--- src/rtl/rrts_pkg.sv ---
// Shared types and codes of the round-robin task scheduler.
`timescale 1ns / 1ps
package rrts_pkg;

  // Request kinds carried on the input tuser field.
  typedef enum logic [1:0] {
    OP_ADD   = 2'd0,
    OP_SCHED = 2'd1,
    OP_EXIT  = 2'd2
  } op_e;

  // Per-slot task status.
  typedef enum logic [1:0] {
    ST_UNUSED  = 2'd0,
    ST_READY   = 2'd1,
    ST_RUNNING = 2'd2,
    ST_ZOMBIE  = 2'd3
  } task_st_e;

  // Sequencer states.
  typedef enum logic [2:0] {
    S_IDLE,
    S_EXEC,
    S_DEMOTE,
    S_SCAN,
    S_FETCH,
    S_LOAD,
    S_DONE
  } seq_st_e;

  // Write enables toward the task table.
  typedef struct packed {
    logic st_we;
    logic sp_we;
    logic ks_we;
  } tbl_we_t;

  // One result as it leaves the block.
  typedef struct packed {
    logic [31:0] resume_stack_pointer;
    logic [7:0]  running_task_id;
    logic [31:0] kernel_stack_top_out;
    logic        load_kernel_stack;
    logic [7:0]  new_task_id;
    logic        status;
  } res_t;

  localparam int unsigned SpW      = 32;
  localparam int unsigned OutDataW = 88;

endpackage

--- src/rtl/rrts_table.sv ---
// Task table: status, saved stack pointer and kernel stack top memories.
`timescale 1ns / 1ps
module rrts_table
  import rrts_pkg::*;
#(
  parameter int unsigned MAX_TASKS = 16
) (
  input  logic                         clk_i,
  input  logic                         rst_ni,
  input  tbl_we_t                      we_i,
  input  logic [$clog2(MAX_TASKS)-1:0] wr_addr_i,
  input  task_st_e                     st_wdata_i,
  input  logic [SpW-1:0]               sp_wdata_i,
  input  logic [SpW-1:0]               ks_wdata_i,
  input  logic [$clog2(MAX_TASKS)-1:0] rd_addr_i,
  output task_st_e                     st_rdata_o,
  output logic [SpW-1:0]               sp_rdata_o,
  output logic [SpW-1:0]               ks_rdata_o
);

  localparam int unsigned SW = $clog2(MAX_TASKS);

  task_st_e       st_mem [MAX_TASKS];
  logic [SpW-1:0] sp_mem [MAX_TASKS];
  logic [SpW-1:0] ks_mem [MAX_TASKS];

  task_st_e       st_rd_q;
  logic [SW-1:0]  rd_addr_q;
  logic           s0_vld_q;

  always_ff @(posedge clk_i) begin
    if (we_i.st_we) begin
      st_mem[wr_addr_i] <= st_wdata_i;
    end
    if (we_i.sp_we) begin
      sp_mem[wr_addr_i] <= sp_wdata_i;
    end
    if (we_i.ks_we) begin
      ks_mem[wr_addr_i] <= ks_wdata_i;
    end
    st_rd_q    <= st_mem[rd_addr_i];
    sp_rdata_o <= sp_mem[rd_addr_i];
    ks_rdata_o <= ks_mem[rd_addr_i];
    rd_addr_q  <= rd_addr_i;
  end

  // Kernel slot reads as running until its status is first written.
  always_ff @(posedge clk_i or negedge rst_ni) begin
    if (!rst_ni) begin
      s0_vld_q <= 1'b0;
    end else if (we_i.st_we && (wr_addr_i == '0)) begin
      s0_vld_q <= 1'b1;
    end
  end

  assign st_rdata_o = (rd_addr_q == '0 && !s0_vld_q) ? ST_RUNNING : st_rd_q;

endmodule

--- src/rtl/rrts_ctrl.sv ---
// Request sequencer with the shared slot-successor and status-compare unit.
`timescale 1ns / 1ps
module rrts_ctrl
  import rrts_pkg::*;
#(
  parameter int unsigned MAX_TASKS = 16
) (
  input  logic                         clk_i,
  input  logic                         rst_ni,
  input  logic                         req_valid_i,
  output logic                         req_ready_o,
  input  op_e                          req_op_i,
  input  logic [SpW-1:0]               req_sp_i,
  input  logic [SpW-1:0]               req_ks_i,
  output logic                         res_valid_o,
  input  logic                         res_ready_i,
  output res_t                         res_o,
  output tbl_we_t                      we_o,
  output logic [$clog2(MAX_TASKS)-1:0] wr_addr_o,
  output task_st_e                     st_wdata_o,
  output logic [SpW-1:0]               sp_wdata_o,
  output logic [SpW-1:0]               ks_wdata_o,
  output logic [$clog2(MAX_TASKS)-1:0] rd_addr_o,
  input  task_st_e                     st_rdata_i,
  input  logic [SpW-1:0]               sp_rdata_i,
  input  logic [SpW-1:0]               ks_rdata_i
);

  localparam int unsigned SW = $clog2(MAX_TASKS);
  localparam int unsigned CW = $clog2(MAX_TASKS + 1);

  seq_st_e        state_q, state_d;
  op_e            op_q, op_d;
  logic [SpW-1:0] sp_q, sp_d;
  logic [SpW-1:0] ks_q, ks_d;
  logic [SW-1:0]  cur_q, cur_d;
  logic [CW-1:0]  cnt_q, cnt_d;
  logic [SW-1:0]  ptr_q, ptr_d;
  logic [CW-1:0]  iss_q, iss_d;
  logic [SW-1:0]  cand_q, cand_d;
  logic           cand_vld_q, cand_vld_d;
  logic [SW-1:0]  nx_q, nx_d;
  res_t           res_q, res_d;

  // Shared unit: successor of a slot within the used range, and the ready-or-running test.
  logic [SW-1:0]  succ_in;
  logic [SW-1:0]  succ_out;
  logic           st_hit;

  assign succ_in  = (state_q == S_DEMOTE) ? cur_q : ptr_q;
  assign succ_out = (CW'(succ_in) == cnt_q - CW'(1)) ? '0 : succ_in + SW'(1);
  assign st_hit   = (st_rdata_i == ST_READY) || (st_rdata_i == ST_RUNNING);

  always_ff @(posedge clk_i or negedge rst_ni) begin
    if (!rst_ni) begin
      state_q    <= S_IDLE;
      cur_q      <= '0;
      cnt_q      <= CW'(1);
      iss_q      <= '0;
      cand_vld_q <= 1'b0;
    end else begin
      state_q    <= state_d;
      cur_q      <= cur_d;
      cnt_q      <= cnt_d;
      iss_q      <= iss_d;
      cand_vld_q <= cand_vld_d;
    end
  end

  always_ff @(posedge clk_i) begin
    op_q   <= op_d;
    sp_q   <= sp_d;
    ks_q   <= ks_d;
    ptr_q  <= ptr_d;
    cand_q <= cand_d;
    nx_q   <= nx_d;
    res_q  <= res_d;
  end

  always_comb begin
    state_d     = state_q;
    op_d        = op_q;
    sp_d        = sp_q;
    ks_d        = ks_q;
    cur_d       = cur_q;
    cnt_d       = cnt_q;
    ptr_d       = ptr_q;
    iss_d       = iss_q;
    cand_d      = cand_q;
    cand_vld_d  = cand_vld_q;
    nx_d        = nx_q;
    res_d       = res_q;
    req_ready_o = 1'b0;
    res_valid_o = 1'b0;
    we_o        = '0;
    wr_addr_o   = cur_q;
    st_wdata_o  = ST_READY;
    sp_wdata_o  = sp_q;
    ks_wdata_o  = ks_q;
    rd_addr_o   = cur_q;

    unique case (state_q)
      S_IDLE: begin
        req_ready_o = 1'b1;
        if (req_valid_i) begin
          op_d    = req_op_i;
          sp_d    = req_sp_i;
          ks_d    = req_ks_i;
          state_d = S_EXEC;
        end
      end
      S_EXEC: begin
        res_d   = '0;
        state_d = S_DONE;
        case (op_q)
          OP_ADD: begin
            if (cnt_q == CW'(MAX_TASKS)) begin
              res_d.status = 1'b1;
            end else begin
              we_o              = '{st_we: 1'b1, sp_we: 1'b1, ks_we: 1'b1};
              wr_addr_o         = cnt_q[SW-1:0];
              st_wdata_o        = ST_READY;
              res_d.new_task_id = 8'(cnt_q);
              cnt_d             = cnt_q + CW'(1);
            end
          end
          OP_SCHED: begin
            // save caller stack pointer, fetch current status
            we_o.sp_we = 1'b1;
            rd_addr_o  = cur_q;
            state_d    = S_DEMOTE;
          end
          OP_EXIT: begin
            we_o.st_we = 1'b1;
            st_wdata_o = ST_ZOMBIE;
          end
          default: ;
        endcase
      end
      S_DEMOTE: begin
        if (st_rdata_i == ST_RUNNING) begin
          we_o.st_we = 1'b1;
          st_wdata_o = ST_READY;
        end
        ptr_d      = succ_out;
        iss_d      = '0;
        cand_vld_d = 1'b0;
        state_d    = S_SCAN;
      end
      S_SCAN: begin
        // one read issued per cycle, checked the cycle after
        rd_addr_o = ptr_q;
        if (cand_vld_q && st_hit) begin
          nx_d    = cand_q;
          state_d = S_FETCH;
        end else if (iss_q == cnt_q) begin
          nx_d    = cur_q;
          state_d = S_FETCH;
        end else begin
          cand_d     = ptr_q;
          cand_vld_d = 1'b1;
          ptr_d      = succ_out;
          iss_d      = iss_q + CW'(1);
        end
      end
      S_FETCH: begin
        rd_addr_o  = nx_q;
        wr_addr_o  = nx_q;
        we_o.st_we = 1'b1;
        st_wdata_o = ST_RUNNING;
        cur_d      = nx_q;
        state_d    = S_LOAD;
      end
      S_LOAD: begin
        res_d.resume_stack_pointer = sp_rdata_i;
        if (cur_q != '0) begin
          res_d.load_kernel_stack    = 1'b1;
          res_d.kernel_stack_top_out = ks_rdata_i;
        end
        state_d = S_DONE;
      end
      S_DONE: begin
        res_valid_o = 1'b1;
        if (res_ready_i) begin
          state_d = S_IDLE;
        end
      end
      default: state_d = S_IDLE;
    endcase
  end

  always_comb begin
    res_o                 = res_q;
    res_o.running_task_id = 8'(cur_q);
  end

endmodule

--- src/rtl/round_robin_task_scheduler_core.sv ---
// Top level of the round-robin task scheduler: stream ports, output register, checks.
// Sequence: add, exit and reserved requests pass through the execute and done states;
//   a schedule request adds demote, scan, fetch and load, its worst case growing with n =
//   slots in use, set by the one-slot-per-cycle status scan through the single table read port.
// Throughput: one request at a time; input ready only while the sequencer is idle,
//   a finished result waits in the output register while the next request is taken.
// Reset: asynchronous, active low; slot 0 running, one slot in use, stack memories
//   undefined until written, no clearing pass.
`timescale 1ns / 1ps
module round_robin_task_scheduler_core
  import rrts_pkg::*;
#(
  parameter int unsigned MAX_TASKS = 16
) (
  input  logic                clk_i,
  input  logic                rst_ni,
  input  logic                s_axis_tvalid_i,
  output logic                s_axis_tready_o,
  input  logic [63:0]         s_axis_tdata_i,  // [31:0] stack_pointer, [63:32] kernel_stack_top_in
  input  logic [1:0]          s_axis_tuser_i,  // [1:0] operation
  output logic                m_axis_tvalid_o,
  input  logic                m_axis_tready_i,
  // [31:0] resume_stack_pointer, [39:32] running_task_id, [71:40] kernel_stack_top_out,
  // [72] load_kernel_stack, [80:73] new_task_id, [81] status, [87:82] zero
  output logic [OutDataW-1:0] m_axis_tdata_o
);

  localparam int unsigned SW = $clog2(MAX_TASKS);

  tbl_we_t        tbl_we;
  logic [SW-1:0]  tbl_wr_addr;
  logic [SW-1:0]  tbl_rd_addr;
  task_st_e       tbl_st_wdata;
  task_st_e       tbl_st_rdata;
  logic [SpW-1:0] tbl_sp_wdata;
  logic [SpW-1:0] tbl_ks_wdata;
  logic [SpW-1:0] tbl_sp_rdata;
  logic [SpW-1:0] tbl_ks_rdata;

  logic           res_valid;
  logic           res_ready;
  res_t           res;

  // output register
  logic           m_valid_q;
  res_t           m_res_q;

  rrts_ctrl #(
    .MAX_TASKS(MAX_TASKS)
  ) u_ctrl (
    .clk_i      (clk_i),
    .rst_ni     (rst_ni),
    .req_valid_i(s_axis_tvalid_i),
    .req_ready_o(s_axis_tready_o),
    .req_op_i   (op_e'(s_axis_tuser_i)),
    .req_sp_i   (s_axis_tdata_i[31:0]),
    .req_ks_i   (s_axis_tdata_i[63:32]),
    .res_valid_o(res_valid),
    .res_ready_i(res_ready),
    .res_o      (res),
    .we_o       (tbl_we),
    .wr_addr_o  (tbl_wr_addr),
    .st_wdata_o (tbl_st_wdata),
    .sp_wdata_o (tbl_sp_wdata),
    .ks_wdata_o (tbl_ks_wdata),
    .rd_addr_o  (tbl_rd_addr),
    .st_rdata_i (tbl_st_rdata),
    .sp_rdata_i (tbl_sp_rdata),
    .ks_rdata_i (tbl_ks_rdata)
  );

  rrts_table #(
    .MAX_TASKS(MAX_TASKS)
  ) u_table (
    .clk_i     (clk_i),
    .rst_ni    (rst_ni),
    .we_i      (tbl_we),
    .wr_addr_i (tbl_wr_addr),
    .st_wdata_i(tbl_st_wdata),
    .sp_wdata_i(tbl_sp_wdata),
    .ks_wdata_i(tbl_ks_wdata),
    .rd_addr_i (tbl_rd_addr),
    .st_rdata_o(tbl_st_rdata),
    .sp_rdata_o(tbl_sp_rdata),
    .ks_rdata_o(tbl_ks_rdata)
  );

  // Result slot frees when empty or when the sink takes it this cycle.
  assign res_ready = !m_valid_q || m_axis_tready_i;

  always_ff @(posedge clk_i or negedge rst_ni) begin
    if (!rst_ni) begin
      m_valid_q <= 1'b0;
    end else if (res_valid && res_ready) begin
      m_valid_q <= 1'b1;
    end else if (m_axis_tready_i) begin
      m_valid_q <= 1'b0;
    end
  end

  always_ff @(posedge clk_i) begin
    if (res_valid && res_ready) begin
      m_res_q <= res;
    end
  end

  assign m_axis_tvalid_o = m_valid_q;
  assign m_axis_tdata_o  = {6'd0,
                            m_res_q.status,
                            m_res_q.new_task_id,
                            m_res_q.load_kernel_stack,
                            m_res_q.kernel_stack_top_out,
                            m_res_q.running_task_id,
                            m_res_q.resume_stack_pointer};

  // Sequencer is busy right after it takes a request.
  a_busy_after_accept: assert property (@(posedge clk_i) disable iff (!rst_ni)
    s_axis_tvalid_i && s_axis_tready_o |=> !s_axis_tready_o)
    else $error("scheduler took a request while still busy");

  // Running slot stays inside the table.
  a_running_in_range: assert property (@(posedge clk_i) disable iff (!rst_ni)
    m_axis_tvalid_o |-> (m_res_q.running_task_id < 8'(MAX_TASKS - 1) ||
                         m_res_q.running_task_id == 8'(MAX_TASKS - 1)))
    else $error("running task id beyond table");

  // A kernel stack load never goes with the kernel slot.
  a_load_not_kernel: assert property (@(posedge clk_i) disable iff (!rst_ni)
    m_axis_tvalid_o && m_res_q.load_kernel_stack |-> m_res_q.running_task_id != 8'd0)
    else $error("kernel stack load flagged for kernel slot");

  // A refused add reports no slot and no resume.
  a_full_clean: assert property (@(posedge clk_i) disable iff (!rst_ni)
    m_axis_tvalid_o && m_res_q.status |->
      m_res_q.new_task_id == 8'd0 && !m_res_q.load_kernel_stack &&
      m_res_q.resume_stack_pointer == 32'd0)
    else $error("refused add carries data");

endmodule

--- config.mk ---
export PLATFORM = sky130hd
export DESIGN_NAME = round_robin_task_scheduler_core
export DESIGN_NICKNAME = d
export VERILOG_FILES = /design/src/rtl/rrts_pkg.sv /design/src/rtl/rrts_table.sv /design/src/rtl/rrts_ctrl.sv /design/src/rtl/round_robin_task_scheduler_core.sv
export SDC_FILE = /design/constraint.sdc
export NUM_CORES = 2
export LEC_CHECK = 0
export ABC_AREA = 1
export BUFFER_PORTS_ARGS = -buffer_cell sky130_fd_sc_hd__buf_2
export CORE_ASPECT_RATIO = 1.5
export CORE_MARGIN = 2
export CORE_UTILIZATION = 32
export DETAILED_ROUTE_END_ITERATION = 16
export HOLD_SLACK_MARGIN = 0.12
export PLACE_DENSITY = 0.46
export SLEW_MARGIN = 0
export SYNTH_ARGS = -nofsm -noshare
export SYNTH_HDL_FRONTEND = slang
export SYNTH_SLANG_ARGS = --single-unit
--- constraint.sdc ---
create_clock -name clk_i -period 4.6 [get_ports clk_i]
set_input_delay 0.69 -clock clk_i [delete_from_list [all_inputs] [get_ports clk_i]]
set_output_delay 0.69 -clock clk_i [all_outputs]
set_load 0.01 [all_outputs]
## Word level (Yosys, flattened, before mapping)

Memories as Yosys holds them, arrays and structs flattened. A register that Yosys moved wholly into a read port is not among the register bits.
Index checks and enable logic that the tools add are counted.

- Word-level logic and storage cells: 128
- Latch bits: 0
- RAM bits: 1056
- Flip-flop bits (word level): 254
- ROM bits: 0
- Memories: 3
- Output and inout port bits: 90

- Reductions and logical operators: 25
- $lt $le $gt $ge: 0
- Bitwise operators: 4
- Shift-type cells: 0
- Divide/modulo/power cells: 0
- Multiply operators: 0
- Equality and inequality tests: 19
- Add/sub/neg operators: 4
- Mux-type cells: 47

Memory list:

| name | depth | width | rd ports | clocked after Yosys merged registers in | write ports | line | text |
|---|---|---|---|---|---|---|---|
| u_table.ks_mem | 16 | 32 | 1 | 1 | 1 | rrts_table.sv:25 | `logic [SpW-1:0] ks_mem [MAX_TASKS];` |
| u_table.sp_mem | 16 | 32 | 1 | 1 | 1 | rrts_table.sv:24 | `logic [SpW-1:0] sp_mem [MAX_TASKS];` |
| u_table.st_mem | 16 | 2 | 1 | 1 | 1 | rrts_table.sv:23 | `task_st_e st_mem [MAX_TASKS];` |

Operators with widths:

| cell | count |
|---|---|
| one-hot mux 33 bit (2 select lines) | 1 |
| one-hot mux 32 bit (2 select lines) | 1 |
| two-way mux 33 bit | 1 |
| two-way mux 4 bit | 8 |
| one-hot mux 4 bit (2 select lines) | 3 |
| one-hot mux 3 bit (7 select lines) | 1 |
| two-way mux 3 bit | 6 |
| two-way mux 1 bit | 15 |
| AND reduction 3 bit | 4 |
| adder 5 x 1 -> 5 bit (second input constant) | 2 |
| two-way mux 5 bit | 2 |
| one-hot mux 5 bit (2 select lines) | 1 |
| equality test 3 bit (second input constant) | 3 |
| logical NOT 4 bit | 2 |
| != test 2 bit (second input constant) | 4 |
| nonzero test 2 bit | 4 |
| equality test 3 x 2 -> 1 bit (second input constant) | 2 |
| two-way mux 2 bit | 3 |
| one-hot mux 1 bit (2 select lines) | 3 |
| AND reduction 2 bit | 3 |
| equality test 4 x 5 -> 1 bit | 1 |
| equality test 5 bit | 1 |
| equality test 5 bit (second input constant) | 1 |
| subtractor 5 x 1 -> 5 bit (second input constant) | 1 |
| 16 further kinds | 26 |

## Logic depth before layout (Yosys ltp)

- Depth after elaboration: 8
- Gate-level depth with buffers: 14

## Cells and area by module

From an unflattened synthesis, not the netlist that was laid out.

- Cells, all modules: 5051
- Area total of the unflattened synthesis: 56389.1 um^2

Modules (own cells, without submodules):

| module | area an instance (um^2) | cells each | times used | sequential area each (um^2) |
|---|---|---|---|---|
| rrts_table | 47111.4 | 4411 | 1 | 33136.8 |
| rrts_ctrl | 6721.4 | 545 | 1 | 4926.0 |
| round_robin_task_scheduler_core | 2556.2 | 95 | 1 | 2487.4 |

## Worst setup path after synthesis

Ideal clock, no wire load.

- Path type: reg2reg
- From: register u_ctrl.state_q[2]
- To: register m_res_q, in the netlist m_axis_tdata_o[0], enable pin
- Stages on the path, launching flop included: 6
- Clock period less this slack: 4.423 ns
- Path slack: 0.177 ns
- Arrival time: 3.913 ns
- Library setup time: 0.510 ns
- Buffers on the path: 1
- Data required time: 4.090 ns
- Cell sequence: dfrtp_1 buf_2 nand2_1 nor2_1 inv_1 nor2_1

- Word-level cells in the longest chain between the ends: 3

RTL lines:

| element | line | text |
|---|---|---|
| start: declaration | rrts_ctrl.sv:32 | `seq_st_e state_q, state_d;` |
| start signal: assignment | rrts_ctrl.sv:62 | `state_q <= state_d;` |
| equality test 3 bit | rrts_ctrl.sv:102 | `unique case (state_q)` |
| two-way mux 1 bit | rrts_ctrl.sv:102 |  |
| logical AND 1 bit | round_robin_task_scheduler_core.sv:102 | `if (res_valid && res_ready) begin` |
| end signal: assignment | round_robin_task_scheduler_core.sv:103 | `m_res_q <= res;` |
| end: declaration | round_robin_task_scheduler_core.sv:46 | `res_t m_res_q;` |

No other way between the ends.
A chain may end at the register's enable or synchronous reset.

## Worst setup path in the final report

- From: register u_ctrl.cnt_q[0]
- To: memory u_table.ks_mem[6][23], enable pin

- Word-level cells in the longest chain between the ends: 6

RTL lines:

| element | line | text |
|---|---|---|
| start: declaration | rrts_ctrl.sv:37 | `logic [CW-1:0] cnt_q, cnt_d;` |
| start signal: assignment | rrts_ctrl.sv:64 | `cnt_q <= cnt_d;` |
| equality test 5 bit | rrts_ctrl.sv:117 | `if (cnt_q == CW'(MAX_TASKS)) begin` |
| two-way mux 3 bit | rrts_ctrl.sv:117 |  |
| two-way mux 1 bit | rrts_ctrl.sv:115 | `case (op_q)` |
| two-way mux 2 bit | rrts_ctrl.sv:102 |  |
| two-way mux 1 bit | rrts_table.sv:38 | `if (we_i.ks_we) begin` |
| two-way mux 1 bit (not written as such) | rrts_table.sv:39 | `ks_mem[wr_addr_i] <= ks_wdata_i;` |
| end: declaration | rrts_table.sv:25 |  |

Parallel ways exist; a longest one is shown, timed or not.

==> impl_metrics.tcl <==
set metrics [dict create \
    critPathSlowestCell "dfstp_2" \
    final-hold-violation-count 0 \
    cp.arrival_ns 4.09 \
    ys_warn_count 0 \
    fin_crit_ns 3.640 \
    finalSetupViolCount 0 \
    critical_path.startpoint "u_ctrl.cnt_q[0]" \
    path_buf_inv 2 \
    stdcell_area_um2 65560 \
    synthCells 4937 \
    r2r-end "u_table.ks_mem[6][23]" \
    max-vdd-ir-drop_uv 933.6 \
    synth_area_per_cell_um2 11.50 \
    core-area_um2 176600 \
    grt_use_total_pct 16.90 \
    die_h_um 519.9 \
    cp_num_cells 12 \
    reg2reg_depth 12 \
    drt_wl_total_um 153800 \
    clk_latency_ns 0.77 \
    cts-buffers-inserted 141 \
    htree_levels 4 \
    antenna_found_initial 1 \
    gp_congestion 0.7677 \
    r2r_slack_ns 0.96 \
    rows 189 \
    cpLargestDelayFamily "simple AND/OR/NAND/NOR gates" \
    cts_max_path_buffers 3 \
    timing.critical_path.mode_cell "nand2_1" \
    mostFrequentLayoutCells "1280 x edfxtp_1, 1211 x nand3_1, 894 x inv_1" \
    end_kind "flop" \
    die-area_um2 180900 \
    grt_pass1_vias 35390 \
    grt_pass1_wl_um 229100 \
    max_clock_freq_mhz 274.7 \
    rr_startpoint "u_ctrl.cnt_q[0]" \
    max_stage_delay_ns 0.61 \
    path_max_fanout 21 \
    wl_per_cell_um 20.52 \
    setup_tns_ns 0 \
    drv_cap 0 \
    seq_area_frac_synth_pct 71.05 \
    port_buffers 146 \
    path_class "flop to flop" \
    cts-root-buf "clkbuf_16" \
    grt_overflow 0 \
    via_count 35390 \
    drv_slew 0 \
    ys_ff_latch 1370 \
    via_per_inst 4.721 \
    hold_path_class "primary input to flop" \
    cp-start-kind "flop" \
    cts.clk_slew.worst_paths_ns 0.07 \
    finClkSkew_ns 0.02278 \
    slew_headroom_pct 22.76 \
    period_share_pct 79.13 \
    power.leakage_nw 26.05 \
    status "finished clean" \
    place_hpwl_um 82440 \
    cts_tree "built" \
    fp.dieW_um 347.9 \
    first_iter_violations 2407 \
    required_ns 5.05 \
    drcViolationCount 0 \
    final_common_cell "edfxtp_1" \
    drive_gt1_share_pct 9.592 \
    first_pass_iters 5 \
    num-nets-final 5167 \
    synthDistinctLibCells 34 \
    endpoint "u_table.ks_mem[6][23]" \
    ant_nets 0 \
    grt_max_degree 200 \
    area_growth_pct 15.46 \
    crit_chain "inv_1 > ha_1 > nand3_1 > nand2_1 > o21ai_0 > nand2_1 > nand2_1 > nand2_1 > nor2_1 > nand2_1 > nor2_4 > buf_12" \
    initial_core_util_pct 32.14 \
    num_io_pins 160 \
    worst_pin_slew_ns 1.159 \
    syn_area_um2 56780 \
    placed_cell_area_um2 60330 \
    clock_sinks 1370 \
    rsz0062_at_grt "false" \
    power_density_nw_per_um2 703.4 \
]
## logic make-up after synthesis
| logic type | after synthesis | share of synthesized area (%) |
|---|---|---|
| simple gates | 2300 | 19.76 |
| flops | 1370 | 71.05 |
| buf+inv | 1209 | 8.471 |
| compound gates | 35 | 0.3350 |
| xor+xnor | 16 | 0.2468 |
| fa+ha+maj | 6 | 0.1322 |
| other cells | 1 | 0.006605 |
## cell usage after synthesis (all sizes together)
master / number / area share [%]
dfxtp: 70 / 2.5
nand3: 1214 / 11
edfxtp: 1280 / 68
a21oi: 9 / 0.079
ha: 6 / 0.13
nand4: 6 / 0.066
xor2: 13 / 0.20
o21ai: 23 / 0.21
buf: 216 / 1.9
conb: 1 / 0.0066
nor4: 1 / 0.011
clkbuf: 88 / 0.58
dfstp: 1 / 0.046
and2b: 2 / 0.026
o211ai: 2 / 0.035
dfrtp: 19 / 0.84
xnor2: 3 / 0.046
or2: 1 / 0.011
nor3: 5 / 0.044
a31oi: 1 / 0.011
inv: 905 / 6.0
nand2: 662 / 4.4
nand3b: 265 / 3.5
nor2: 144 / 0.97
## layout make-up
class                      count  area, um^2
antenna                        1       2.502
inverter                     905        3415
clock buffer                 194        3945
sequential                  1370       40340
clock inverter                60       600.6
timing repair buffer         303        2380
fill                       17010      111100
tap                         2292        2868
multi-input combinational   2370       12010
## per-stage QoR
| step | hold slack (ns) | util, % | cells | power, W | setup slack [ns] |
|---|---|---|---|---|---|
| 4_1_cts | 0.2401 | 37.11 | 7494 | 0.04708 | 0.9474 |
| 5_1_grt | 0.2502 | 37.11 | 7495 | 0.04912 | 0.6750 |
| 3_3_place_gp | 0.4026 | 34.15 | 7172 | 0.03540 | 0.9234 |
| 3_5_place_dp | 0.4045 | 34.15 | 7172 | 0.03543 | 0.9875 |
| 6_report | 0.2826 | 37.11 | 7495 | 0.04611 | 0.9600 |
| 2_1_floorplan | 0.3944 | - | 4949 | 0.02848 | 0.1771 |
## state kept, by name, indices dropped and copies added (netlist names)
register,cells
u_ctrl.res_o,71
u_table.st_rd_q,2
m_axis_tdata_o,75
u_ctrl.cnt_q,5
u_ctrl.op_q,2
u_ctrl.iss_q,5
u_ctrl.cand_vld_q,1
u_ctrl.ks_wdata_o,32
u_table.ks_rdata_o,32
u_table.s0_vld_q,1
u_table.st_mem,32
u_table.rd_addr_q,4
u_ctrl.nx_q,4
u_ctrl.cur_q,4
m_axis_tvalid_o,1
u_table.sp_mem,512
u_table.ks_mem,512
u_ctrl.cand_q,4
u_table.sp_rdata_o,32
u_ctrl.sp_wdata_o,32
u_ctrl.ptr_q,4
u_ctrl.state_q,3
## power breakdown
part           internal (W)  leakage [nW]  total (W)  switching, W
Sequential           0.0155          12.4     0.0164      0.000870
Clock               0.00658          2.23     0.0114       0.00487
Combinational       0.00506          11.4     0.0183        0.0132
Total                0.0271          26.0     0.0461        0.0190
## routing by layer
layer	vias to the layer above	track usage, %	share of wire [%]
met2	612	32.00	55
li1	16910	-	-
met3	235	2.400	3.0
met4	0	5.903	3.2
met5	-	0	0
met1	17630	19.19	39
## how the worst min path moves through the flow
| stage | to | slack, ns | startpoint | cells past startpoint |
|---|---|---|---|---|
| 2_1_floorplan | m_axis_tvalid_o | 0.39 | rst_ni | 0 |
| 6_report | u_ctrl.state_q[0] | 0.28 | s_axis_tvalid_i | 3 |
| 3_3_place_gp | m_axis_tdata_o[26] | 0.40 | u_ctrl.res_o[76] | 0 |
| 4_1_cts | u_ctrl.state_q[0] | 0.24 | s_axis_tvalid_i | 3 |
| 5_1_grt | u_ctrl.state_q[0] | 0.25 | s_axis_tvalid_i | 3 |
| 3_5_place_dp | m_axis_tdata_o[28] | 0.40 | u_ctrl.res_o[78] | 0 |
## worst reg2reg max path, stage by stage, from the launching register on
cell and delay, ns:
dfstp_2 0.61, inv_1 0.12, ha_1 0.21, nand3_1 0.18, nand2_1 0.18, o21ai_0 0.20
nand2_1 0.09, nand2_1 0.08, nand2_1 0.25, nor2_1 0.33, nand2_1 0.22, nor2_4 0.54
buf_12 0.28
## timing repair
action	CTS	global route
hold buffers	68	0
hold endpoints to repair	86	0
resized for setup	0	0
buffers inserted	0	0
(Power assumes the default switching activity.)
